**src/design/dat_pkg.sv**
```systemverilog
// shared types and constants for the delivery acknowledgement tracker
package dat_pkg;

  // send queue geometry
  localparam int PENDING_DEPTH = 16;
  localparam int PTR_W         = $clog2(PENDING_DEPTH);
  localparam int FILL_W        = $clog2(PENDING_DEPTH + 1);

  // at most this many results per ack or tick walk
  localparam int RESULT_LIMIT  = 16;
  localparam int RES_CNT_W     = $clog2(RESULT_LIMIT + 1);

  // configuration port
  localparam int          APB_ADDR_W    = 3;
  localparam logic        REG_TIMEOUT   = 1'b0;
  localparam logic [15:0] TIMEOUT_RESET = 16'd100;

  // request codes
  localparam logic [2:0] REQ_SEND  = 3'd0;
  localparam logic [2:0] REQ_RECV  = 3'd1;
  localparam logic [2:0] REQ_EMIT  = 3'd2;
  localparam logic [2:0] REQ_ACK   = 3'd3;
  localparam logic [2:0] REQ_TICK  = 3'd4;
  localparam logic [2:0] REQ_CLEAR = 3'd5;

  // result kinds
  localparam logic [2:0] KIND_ASSIGNED = 3'd0;
  localparam logic [2:0] KIND_ACCEPTED = 3'd1;
  localparam logic [2:0] KIND_REJECTED = 3'd2;
  localparam logic [2:0] KIND_ACK_LIST = 3'd3;
  localparam logic [2:0] KIND_NO_ACKS  = 3'd4;
  localparam logic [2:0] KIND_SUCCESS  = 3'd5;
  localparam logic [2:0] KIND_FAILURE  = 3'd6;
  localparam logic [2:0] KIND_FULL_CLR = 3'd7;

  typedef struct packed {
    logic [2:0]  req_type;
    logic [31:0] seq_in;
    logic [15:0] ack_count;
  } req_t;

  typedef struct packed {
    logic [2:0]  kind;
    logic [31:0] seq_out;
    logic [15:0] count_out;
    logic        last;
  } rsp_t;

endpackage

```
**src/design/delivery_ack_tracker.sv**
```systemverilog
// delivery acknowledgement tracker: send queue, receive ack list and ack/timeout walks
//
//  channel  direction  handshake            payload
//  req      in         req_valid/req_ready  req_t (req_type, seq_in, ack_count)
//  rsp      out        rsp_valid/rsp_ready  rsp_t (kind, seq_out, count_out, last)
//  apb      in/out     psel/penable/pready  timeout_ticks at byte address 0
//
// send, receive, emit, clear and unknown requests go from accept through exec and flush back to idle.
// ack and tick walks pass through the read and walk states for each queue entry visited, through the one
// read port of the send queue and the shared compare unit; at most 16 results.
// each result sits in a hold register until the next one or the end of the item is
// known, so the last flag is exact; a stalled rsp channel stalls the walk.
// synchronous reset empties the queue and zeroes the counters, timeout back to 100.
module delivery_ack_tracker import dat_pkg::*; (
  input  logic                  clk,
  input  logic                  rst,
  input  logic                  req_valid,
  output logic                  req_ready,
  input  req_t                  req,
  output logic                  rsp_valid,
  input  logic                  rsp_ready,
  output rsp_t                  rsp,
  input  logic                  psel,
  input  logic                  penable,
  input  logic                  pwrite,
  input  logic [APB_ADDR_W-1:0] paddr,
  input  logic [31:0]           pwdata,
  output logic [31:0]           prdata,
  output logic                  pready
);

  typedef enum logic [4:0] {
    ST_IDLE  = 5'b00001,
    ST_EXEC  = 5'b00010,
    ST_READ  = 5'b00100,
    ST_WALK  = 5'b01000,
    ST_FLUSH = 5'b10000
  } state_t;

  state_t state;

  // latched request
  logic [2:0]  op;
  logic [31:0] op_seq;
  logic [32:0] walk;
  logic [32:0] walk_end;

  logic [15:0] timeout;

  // send queue storage and its registered read port
  logic [31:0] mem_seq  [PENDING_DEPTH];
  logic [31:0] mem_time [PENDING_DEPTH];
  logic [31:0] rd_seq;
  logic [31:0] rd_time;

  logic [PTR_W-1:0]  head;
  logic [PTR_W-1:0]  tail;
  logic [FILL_W-1:0] fill;

  logic [31:0] next_out_seq;
  logic [31:0] next_exp_seq;
  logic [31:0] ack_first;
  logic [15:0] ack_pending;
  logic [31:0] now_ticks;

  // hold register for the newest result
  logic        hold_valid;
  logic [2:0]  hold_kind;
  logic [31:0] hold_seq;
  logic [15:0] hold_count;

  logic [RES_CNT_W-1:0] res_cnt;

  function automatic logic [PTR_W-1:0] ptr_inc(input logic [PTR_W-1:0] p);
    if (p == PTR_W'(PENDING_DEPTH - 1)) begin
      return '0;
    end
    return p + PTR_W'(1);
  endfunction

  // configuration port
  assign pready = 1'b1;

  always_comb begin
    if (paddr[APB_ADDR_W-1:2] == REG_TIMEOUT) begin
      prdata = {16'd0, timeout};
    end else begin
      prdata = '0;
    end
  end

  always_ff @(posedge clk) begin
    if (rst) begin
      timeout <= TIMEOUT_RESET;
    end else if (psel && penable && pwrite && pready &&
                 paddr[APB_ADDR_W-1:2] == REG_TIMEOUT) begin
      timeout <= pwdata[15:0];
    end
  end

  // walk step: one compare of the head entry against the walk number or the age
  logic [32:0]          head_seq_ext;
  logic                 head_hit;
  logic                 head_older;
  logic [31:0]          head_age;
  logic                 walk_emit;
  logic [2:0]           walk_kind;
  logic [32:0]          walk_next;
  logic [FILL_W-1:0]    fill_after;
  logic [RES_CNT_W-1:0] cnt_after;
  logic                 walk_more;
  logic                 out_free;
  logic                 walk_stall;

  assign out_free = !rsp_valid || rsp_ready;

  always_comb begin
    head_seq_ext = {1'b0, rd_seq};
    head_hit     = head_seq_ext == walk;
    head_older   = head_seq_ext < walk;
    head_age     = now_ticks - rd_time;
    walk_kind    = KIND_FAILURE;
    walk_next    = walk;
    if (op == REQ_ACK) begin
      walk_emit = head_hit || head_older;
      if (head_hit) begin
        walk_kind = KIND_SUCCESS;
        walk_next = walk + 33'd1;
      end else if (!head_older) begin
        walk_next = (head_seq_ext < walk_end) ? head_seq_ext : walk_end;
      end
    end else begin
      walk_emit = head_age >= {16'd0, timeout};
    end
    fill_after = fill - FILL_W'(walk_emit);
    cnt_after  = res_cnt + RES_CNT_W'(walk_emit);
    if (op == REQ_ACK) begin
      walk_more = (walk_next < walk_end) && (fill_after != '0) &&
                  (cnt_after < RES_CNT_W'(RESULT_LIMIT));
    end else begin
      walk_more = walk_emit && (fill_after != '0) &&
                  (cnt_after < RES_CNT_W'(RESULT_LIMIT));
    end
    walk_stall = walk_emit && hold_valid && !out_free;
  end

  assign req_ready = (state == ST_IDLE);

  // new result into the hold register, the previous one goes out without last
  logic        new_valid;
  logic [2:0]  new_kind;
  logic [31:0] new_seq;
  logic [15:0] new_count;

  always_comb begin
    new_valid = 1'b0;
    new_kind  = KIND_FULL_CLR;
    new_seq   = '0;
    new_count = '0;
    case (state)
      ST_EXEC: begin
        case (op)
          REQ_SEND: begin
            new_valid = 1'b1;
            new_seq   = next_out_seq;
            new_kind  = (fill == FILL_W'(PENDING_DEPTH)) ? KIND_FULL_CLR : KIND_ASSIGNED;
          end
          REQ_RECV: begin
            new_valid = 1'b1;
            new_seq   = op_seq;
            new_kind  = (op_seq >= next_exp_seq) ? KIND_ACCEPTED : KIND_REJECTED;
          end
          REQ_EMIT: begin
            new_valid = 1'b1;
            if (ack_pending != '0) begin
              new_kind  = KIND_ACK_LIST;
              new_seq   = ack_first;
              new_count = ack_pending;
            end else begin
              new_kind  = KIND_NO_ACKS;
            end
          end
          REQ_CLEAR: begin
            new_valid = 1'b1;
          end
          default: begin
          end
        endcase
      end
      ST_WALK: begin
        new_valid = walk_emit && !walk_stall;
        new_kind  = walk_kind;
        new_seq   = rd_seq;
      end
      default: begin
      end
    endcase
  end

  // hold register moves to the output: pushed out by a newer result, or the final flush
  logic rsp_load;
  logic rsp_last;

  assign rsp_last = (state == ST_FLUSH);
  assign rsp_load = (new_valid && hold_valid) || (rsp_last && hold_valid && out_free);

  // queue storage: written at the tail, read at the head
  always_ff @(posedge clk) begin
    if (state == ST_EXEC && op == REQ_SEND && fill != FILL_W'(PENDING_DEPTH)) begin
      mem_seq[tail]  <= next_out_seq;
      mem_time[tail] <= now_ticks;
    end
    if (state == ST_READ) begin
      rd_seq  <= mem_seq[head];
      rd_time <= mem_time[head];
    end
  end

  // sequencer and tracker state
  always_ff @(posedge clk) begin
    if (rst) begin
      state        <= ST_IDLE;
      head         <= '0;
      tail         <= '0;
      fill         <= '0;
      next_out_seq <= '0;
      next_exp_seq <= '0;
      ack_first    <= '0;
      ack_pending  <= '0;
      now_ticks    <= '0;
      hold_valid   <= 1'b0;
      rsp_valid    <= 1'b0;
      res_cnt      <= '0;
    end else begin
      // output register
      if (rsp_load) begin
        rsp       <= '{kind: hold_kind, seq_out: hold_seq, count_out: hold_count,
                       last: rsp_last};
        rsp_valid <= 1'b1;
      end else if (rsp_ready) begin
        rsp_valid <= 1'b0;
      end

      // result hand-over
      if (new_valid) begin
        hold_valid <= 1'b1;
        hold_kind  <= new_kind;
        hold_seq   <= new_seq;
        hold_count <= new_count;
      end

      case (state)
        ST_IDLE: begin
          if (req_valid) begin
            op       <= req.req_type;
            op_seq   <= req.seq_in;
            walk     <= {1'b0, req.seq_in};
            walk_end <= {1'b0, req.seq_in} + {17'd0, req.ack_count};
            res_cnt  <= '0;
            state    <= ST_EXEC;
          end
        end
        ST_EXEC: begin
          if ((op == REQ_ACK && walk < walk_end && fill != '0) ||
              (op == REQ_TICK && fill != '0)) begin
            state <= ST_READ;
          end else begin
            state <= ST_FLUSH;
          end
          case (op)
            REQ_SEND: begin
              if (fill != FILL_W'(PENDING_DEPTH)) begin
                tail         <= ptr_inc(tail);
                fill         <= fill + FILL_W'(1);
                next_out_seq <= next_out_seq + 32'd1;
              end
            end
            REQ_RECV: begin
              if (op_seq >= next_exp_seq) begin
                if (ack_pending == '0) begin
                  ack_first <= op_seq;
                end
                if (ack_pending != 16'hFFFF) begin
                  ack_pending <= ack_pending + 16'd1;
                end
                next_exp_seq <= op_seq + 32'd1;
              end
            end
            REQ_EMIT: begin
              ack_pending <= '0;
              ack_first   <= '0;
            end
            REQ_TICK: begin
              now_ticks <= now_ticks + 32'd1;
            end
            REQ_CLEAR: begin
              head         <= '0;
              tail         <= '0;
              fill         <= '0;
              next_out_seq <= '0;
              next_exp_seq <= '0;
              ack_first    <= '0;
              ack_pending  <= '0;
            end
            default: begin
            end
          endcase
        end
        ST_READ: begin
          state <= ST_WALK;
        end
        ST_WALK: begin
          if (!walk_stall) begin
            walk    <= walk_next;
            res_cnt <= cnt_after;
            if (walk_emit) begin
              head <= ptr_inc(head);
              fill <= fill_after;
            end
            state <= walk_more ? ST_READ : ST_FLUSH;
          end
        end
        ST_FLUSH: begin
          if (!hold_valid) begin
            state <= ST_IDLE;
          end else if (out_free) begin
            hold_valid <= 1'b0;
            state      <= ST_IDLE;
          end
        end
        default: begin
          state <= ST_IDLE;
        end
      endcase
    end
  end

  // checks
  a_idle_hold_empty: assert property (@(posedge clk) disable iff (rst)
    req_ready |-> !hold_valid)
    else $error("hold register still full while accepting an item");

  a_fill_bound: assert property (@(posedge clk) disable iff (rst)
    fill <= FILL_W'(PENDING_DEPTH))
    else $error("send queue fill beyond depth");

  a_result_bound: assert property (@(posedge clk) disable iff (rst)
    res_cnt <= RES_CNT_W'(RESULT_LIMIT))
    else $error("walk produced too many results");

  a_pop_nonempty: assert property (@(posedge clk) disable iff (rst)
    (state == ST_WALK && walk_emit && !walk_stall) |-> fill != '0)
    else $error("pop from an empty send queue");

endmodule

```
**config.mk**
```make
export PLATFORM = sky130hd
export DESIGN_NAME = delivery_ack_tracker
export DESIGN_NICKNAME = d
export VERILOG_FILES = /design/src/design/dat_pkg.sv /design/src/design/delivery_ack_tracker.sv
export SDC_FILE = /design/constraint.sdc
export NUM_CORES = 2
export LEC_CHECK = 0
export ABC_AREA = 1
export ABC_CLOCK_PERIOD_IN_PS = 9000
export BUFFER_PORTS_ARGS = -buffer_cell sky130_fd_sc_hd__buf_2
export CAP_MARGIN = 20
export CELL_PAD_IN_SITES_DETAIL_PLACEMENT = 1
export CELL_PAD_IN_SITES_GLOBAL_PLACEMENT = 2
export CORE_MARGIN = 5
export CORE_UTILIZATION = 29
export DETAILED_ROUTE_END_ITERATION = 6
export PLACE_DENSITY_LB_ADDON = 0.1
export SKIP_LAST_GASP = 1
export SLEW_MARGIN = 25
export SYNTH_ARGS = -nofsm -noshare
export SYNTH_HDL_FRONTEND = slang
export SYNTH_SLANG_ARGS = --single-unit
```
**constraint.sdc**
```tcl
create_clock -name clk -period 9 [get_ports clk]
set_input_delay 2.7 -clock clk [delete_from_list [all_inputs] [get_ports clk]]
set_output_delay 2.7 -clock clk [all_outputs]
set_load 0.02 [all_outputs]
```
Word level (Yosys, flattened, before mapping)
Memories as Yosys holds them, arrays and structs flattened. A register that Yosys moved wholly into a read port is not among the register bits.
Cells that the tools add are included.
{"block": "classes", "add_sub_neg": 12, "order_cmp": 7, "eq_ne": 27, "n_mux": 75, "bitwise_logic": 2, "n_reduce_logical": 52}
{"cell": "32-bit one-hot mux with 2 select lines", "count": 4}
{"cell": "33-bit two-way mux", "count": 6}
{"cell": "32-bit two-way mux", "count": 5}
{"cell": "32-bit by 1-bit adder with 32-bit output (second input constant)", "count": 3}
{"cell": "32-bit one-hot mux with 3 select lines", "count": 1}
{"cell": "32-bit by 33-bit less-than comparator with 1-bit output", "count": 2}
{"cell": "33-bit less-than comparator", "count": 2}
{"cell": "33-bit one-hot mux with 2 select lines", "count": 1}
{"cell": "5-bit two-way mux", "count": 11}
{"cell": "16-bit two-way mux", "count": 3}
{"cell": "32-bit by 16-bit adder with 33-bit output", "count": 1}
{"cell": "33-bit by 1-bit adder with 33-bit output (second input constant)", "count": 1}
{"cell": "32-bit by 33-bit == test with 1-bit output", "count": 1}
{"cell": "32-bit by 16-bit greater-or-equal comparator with 1-bit output", "count": 1}
{"cell": "32-bit greater-or-equal comparator", "count": 1}
{"cell": "4-bit two-way mux", "count": 8}
{"cell": "16-bit one-hot mux with 2 select lines", "count": 1}
{"cell": "32-bit subtractor", "count": 1}
{"cell": "5-bit one-hot mux with 2 select lines", "count": 3}
{"cell": "5-bit one-hot mux with 5 select lines", "count": 1}
{"cell": "1-bit two-way mux", "count": 21}
{"cell": "1-bit logical AND", "count": 18}
{"cell": "3-bit AND reduction", "count": 6}
{"cell": "16-bit by 1-bit adder with 16-bit output (second input constant)", "count": 1}
{"cell": "other kinds (40)", "count": 72}
{"block": "totals", "ff_bits": 389, "ramBits": 1024, "input_bits": 93, "out_inout_bits": 87, "elab_cells": 201, "n_memories": 2}
{"memory": "mem_seq", "words": 16, "width": 32, "rd": 1, "rd_ports_with_merged_regs": 1, "wr": 1, "line_no": "delivery_ack_tracker.sv:51", "text": "logic [31:0] mem_seq [PENDING_DEPTH];"}
{"memory": "mem_time", "words": 16, "width": 32, "rd": 1, "rd_ports_with_merged_regs": 1, "wr": 1, "line_no": "delivery_ack_tracker.sv:52", "text": "logic [31:0] mem_time [PENDING_DEPTH];"}

Depth between registers and ports, before layout
{"block": "depth", "word_depth": 12, "depth_mapped": 36, "ltp_nobuf": 36}

Worst setup path after synthesis
No wires, ideal clock.
{"block": "synth_timing", "kind": "input port to flip-flop", "from": "in rst", "to": "reg op[0], enable pin", "t_arrival_ns": 7.562, "required_time_ns": 8.423, "slack_ns": 0.861, "path_stages": 2, "cell_sequence": "clkbuf_1 -> nor3_1"}
{"block": "synth_via", "elab_chain_cells": 2}
{"item": "start: declaration", "line_no": "delivery_ack_tracker.sv:16", "text": "input logic rst,"}
{"item": "1-bit NOT (no source line)"}
{"item": "3-bit AND reduction (no source line)"}
{"item": "end signal: assignment", "line_no": "delivery_ack_tracker.sv:255", "text": "op <= req.req_type;"}
{"item": "end: declaration", "line_no": "delivery_ack_tracker.sv:43", "text": "logic [2:0] op;"}
No other way between the ends.
A chain may end at the register's enable or synchronous reset.

Final worst setup path
{"block": "layout_timing", "from": "reg now_ticks[0]", "to": "reg state[4]"}
{"block": "layout_via", "elab_chain_cells": 11, "word_cells_on_any_way": 19, "classes_between": "add/sub (3); order compare (2); eq/ne (1); mux (5); reduce/logical (8)"}
{"item": "start: declaration", "line_no": "delivery_ack_tracker.sv:64", "text": "logic [31:0] now_ticks;"}
{"item": "start signal: assignment", "line_no": "delivery_ack_tracker.sv:294", "text": "now_ticks <= now_ticks + 32'd1;"}
{"item": "32-bit subtractor *", "line_no": "delivery_ack_tracker.sv:121", "text": "head_age = now_ticks - rd_time;"}
{"item": "32-bit by 16-bit greater-or-equal comparator with 1-bit output *", "line_no": "delivery_ack_tracker.sv:133", "text": "walk_emit = head_age >= {16'd0, timeout};"}
{"item": "1-bit two-way mux *", "line_no": "delivery_ack_tracker.sv:124", "text": "if (op == REQ_ACK) begin"}
{"item": "branches (longest 8 deep; another with 5-bit by 1-bit adder with 5-bit output)"}
{"item": "end signal: assignment", "line_no": "delivery_ack_tracker.sv:320", "text": "state <= walk_more ? ST_READ : ST_FLUSH;"}
{"item": "end: declaration", "line_no": "delivery_ack_tracker.sv:40", "text": "state_t state;"}
Every way passes the cells marked *. The select of a mux whose other input is x is not followed.

==> impl_metrics.toml <==
[synthesis]
synth-edff-count = 1292
yosys_top_cell_by_area = "sky130_fd_sc_hd__edfxtp_1"
syn-cell-area_um2 = 68100
postSynthAreaPerCell_um2 = 11.0
synth_ff_type = "sky130_fd_sc_hd__edfxtp_1"
yosysWarnings = 0
yosysTopAreaCellShare = 0.569
post_synth_most_frequent_cells = "sky130_fd_sc_hd__edfxtp_1, sky130_fd_sc_hd__nand2_1, sky130_fd_sc_hd__nor2_1"
synthArstFlopShare = 0
synth.yosys.seq_area_share = 0.624
synth_cell_type_count = 64
synth_area_leaders = "sky130_fd_sc_hd__edfxtp_1, sky130_fd_sc_hd__dfxtp_1, sky130_fd_sc_hd__nand2_1"
synth_most_common_cell = "sky130_fd_sc_hd__edfxtp_1"
postSynthCellCount = 6183
seq_cells_post_synth = 1477

[detailed_routing]
firstDrtPassIters = 7
postRouteWirelength_mm = 250
antenna_left = 0
drcViolationCount = 2
routed_wire_length_per_instance_um = 26.0
detailroute.via_count = 48600
routed_via_density = 5.06
drt_first_iter_violations = 3002

[outcome]
violations = "design-rule violations"
run_status = "complete, but fails checks"

[critical_path]
r2r_end = "state[4]$_SDFFE_PP0P_"
slowest_cell_delay_on_critical_path_ns = 0.74
worstPathBufferInverterCount = 3
slowest_stage = "sky130_fd_sc_hd__dfxtp_1"
critical_path.endpoint_type = "register"
crit_required_ns = 9.75
worst_ep_arrival_time_ns = 7.15
crit_cells = 33
reg2reg_setup_slack_ns = 2.60
worstRegToRegCells = 33
worst_r2r_startpoint = "now_ticks[0]$_SDFFE_PP0P_"
startpoint_type = "register"
criticalPathCategory = "register to register"
worst_path_most_repeated_cell = "sky130_fd_sc_hd__nand2_1"
cpLargestDelayFamily = "simple AND/OR/NAND/NOR gates"
crit_fanout = 20

[cells_and_area]
final_design_area_no_fill_um2 = 78400
layout-area-overhead-vs-synth_pct = 15.0
drive_gt1_frac = 0.0850
design.final.nets = 6644
final_standard_cell_count_with_taps_included_and_fillers_excluded = 9610
nFillCells = 25500

[cts]
htree_levels = 4
ctsRootBufferMaster = "sky130_fd_sc_hd__clkbuf_16"
cts_tree = "built"
cts_resized = 0
clock_path_buffers = 3
clk-insertion-delay-late_ns = 0.84
cts.clk_slew.worst_paths_ns = 0.06
cts.sink_count = 1477
number_of_setup_buffers_added_after_cts = 0
tritoncts.num_buffers = 173
number_of_hold_repair_buffers_added_at_the_cts_stage = 0

[global_routing]
grt_start_max_net_pins = 190
globalRoute.totalOverflow = 0
grt_antenna_before_repair = 19
first_pass_grt_wire_length_mm = 359
vias_in_the_first_global_route = 49500
groute.usage.overall = 0.199

[timing]
fin_skew_ns = 0.0538
setup_repair_after_global_routing_missed_its_margin = "no"
final_min_period_over_clock_period = 0.711
timing.setup.tns_ns = 0
finalHoldViolations = 0
max_slew.worst_pin.slew_ns = 1.17
timing.fmax_mhz = 156
worst_hold_slack_across_all_endpoints_ns = 0.419
finalWorstPathRequiredPeriod_ns = 6.40
slew-limit-headroom = 0.210
timing_max_transition_violations_final = 0
setup_violations = 0

[floorplanning]
overall_die_area_um2 = 245000
die_height_um = 495
core_region_area_um2 = 235000
initial_utilization = 0.290
placementRows = 178
floorplan.die.width_um = 495
design.portCount = 180

[pwr]
power_density_nw_per_um2 = 192
power.ir.vdd_worst_mv = 0.198
power.leakage_nw = 27.3

[place]
portBuffers = 144
dp_hpwl_mm = 160
routabilityCongestion = 0.834
placed_cells = 9285
area_after_detailed_placement_um2 = 72700

[hold_path]
hp-class = "register to register"
worst_hold_startpoint = "hold_count[6]$_SDFFCE_PN0P_"
timing.hold.worst_endpoint = "rsp[7]$_DFFE_PP_"
number_of_stages_on_the_worst_hold_path = 0

[flow_run]
max_cap_viol_count = 0
==> how the worst max path moves through the flow <==
stage                                    from                    end  slack [ns]
floorplan                                 rst        op[0]$_DFFE_PP_        0.86
global placement    now_ticks[0]$_SDFFE_PP0P_  state[4]$_SDFFE_PP0P_        2.52
detailed placement  now_ticks[0]$_SDFFE_PP0P_  state[4]$_SDFFE_PP0P_        2.47
CTS                 now_ticks[0]$_SDFFE_PP0P_  state[4]$_SDFFE_PP0P_        2.43
global route        now_ticks[0]$_SDFFE_PP0P_  state[4]$_SDFFE_PP0P_        2.00
finish              now_ticks[0]$_SDFFE_PP0P_  state[4]$_SDFFE_PP0P_        2.60
==> worst register-to-register path: cells and delay by family (launching register included) <==
family	cells	cell delay [ns]
buffers and inverters	3	0.46
AO/OA/AOI/OAI	4	0.77
AND/OR/NAND/NOR	19	2.59
XOR/XNOR	2	0.44
adder cells (fa/ha/maj)	5	1.32
flip-flops	1	0.74
==> registers in the layout, summed over array words and instances, names as in the netlist, 3 cells and up <==
register      cells
ack_first        32
ack_pending      16
fill              5
head              4
hold_count       16
hold_kind         3
hold_seq         32
mem_seq         512
mem_time        512
next_exp_seq     32
next_out_seq     32
now_ticks        32
op                3
op_seq           32
rd_seq           32
rd_time          32
res_cnt           5
rsp              52
state             5
tail              4
timeout          16
walk             33
walk_end         33
==> power by group <==
part | internal [W] | switching, W | leakage [nW]
combinational | 0.000166 | 0.000397 | 11.0
sequential | 0.00740 | 0.0000511 | 13.6
clock | 0.00405 | 0.00301 | 2.73
total | 0.0116 | 0.00346 | 27.3
==> cells in the final DEF, fill, tap and decap left out, types with 89 or more instances in the layout <==
| cell type | synthesis | routed |
|---|---|---|
| sky130_fd_sc_hd__buf_4 | 17 | 89 |
| sky130_fd_sc_hd__nand2_1 | 895 | 894 |
| sky130_fd_sc_hd__nor2_1 | 739 | 717 |
| sky130_fd_sc_hd__edfxtp_1 | 1292 | 1292 |
| sky130_fd_sc_hd__dfxtp_1 | 185 | 181 |
| sky130_fd_sc_hd__buf_2 | 10 | 143 |
| sky130_fd_sc_hd__a21oi_1 | 274 | 273 |
| sky130_fd_sc_hd__o21ai_0 | 477 | 477 |
| sky130_fd_sc_hd__clkbuf_16 | 0 | 174 |
| sky130_fd_sc_hd__nand3_1 | 251 | 251 |
| sky130_fd_sc_hd__ha_1 | 239 | 239 |
| sky130_fd_sc_hd__nor3_1 | 92 | 90 |
| sky130_fd_sc_hd__mux2i_1 | 198 | 198 |
| sky130_fd_sc_hd__o221ai_1 | 233 | 233 |
| sky130_fd_sc_hd__inv_1 | 492 | 488 |
| sky130_fd_sc_hd__o211ai_1 | 89 | 89 |
==> cell families after synthesis <==
| family | synth area share |
|---|---|
| multiplexers | 0.0291 |
| XOR/XNOR | 0.0117 |
| buffers and inverters | 0.0456 |
| AND/OR/NAND/NOR | 0.131 |
| AO/OA/AOI/OAI | 0.115 |
| flip-flops | 0.624 |
| adder cells (fa/ha/maj) | 0.0445 |
| other | 0.000110 |
==> final cells by class <==
| class | instances | area (µm²) | area share |
|---|---|---|---|
| sequential | 1477 | 42500 | 0.543 |
| multi-input combinational | 3916 | 22800 | 0.290 |
| clock buffer | 223 | 4560 | 0.0582 |
| tap | 3150 | 3940 | 0.0503 |
| inverter | 503 | 1910 | 0.0244 |
| timing repair buffer | 239 | 1540 | 0.0196 |
| clock inverter | 99 | 1130 | 0.0144 |
| antenna | 3 | 7.51 | 0.0000958 |
==> metrics by stage <==
step	setup slack (ns)	power (W)	util
2_1_floorplan	0.861	0.00792	-
3_3_place_gp	2.52	0.00816	0.309
3_5_place_dp	2.47	0.00816	0.310
4_1_cts	2.43	0.0153	0.334
5_1_grt	2.00	0.0157	0.334
6_report	2.60	0.0151	0.334
==> layer usage <==
layer	track usage	share of wire
met5	0	0
met4	0.0379	0.015
met3	0.0224	0.036
met2	0.318	0.45
met1	0.294	0.49
Note: power is estimated with default switching activity, not from simulation.
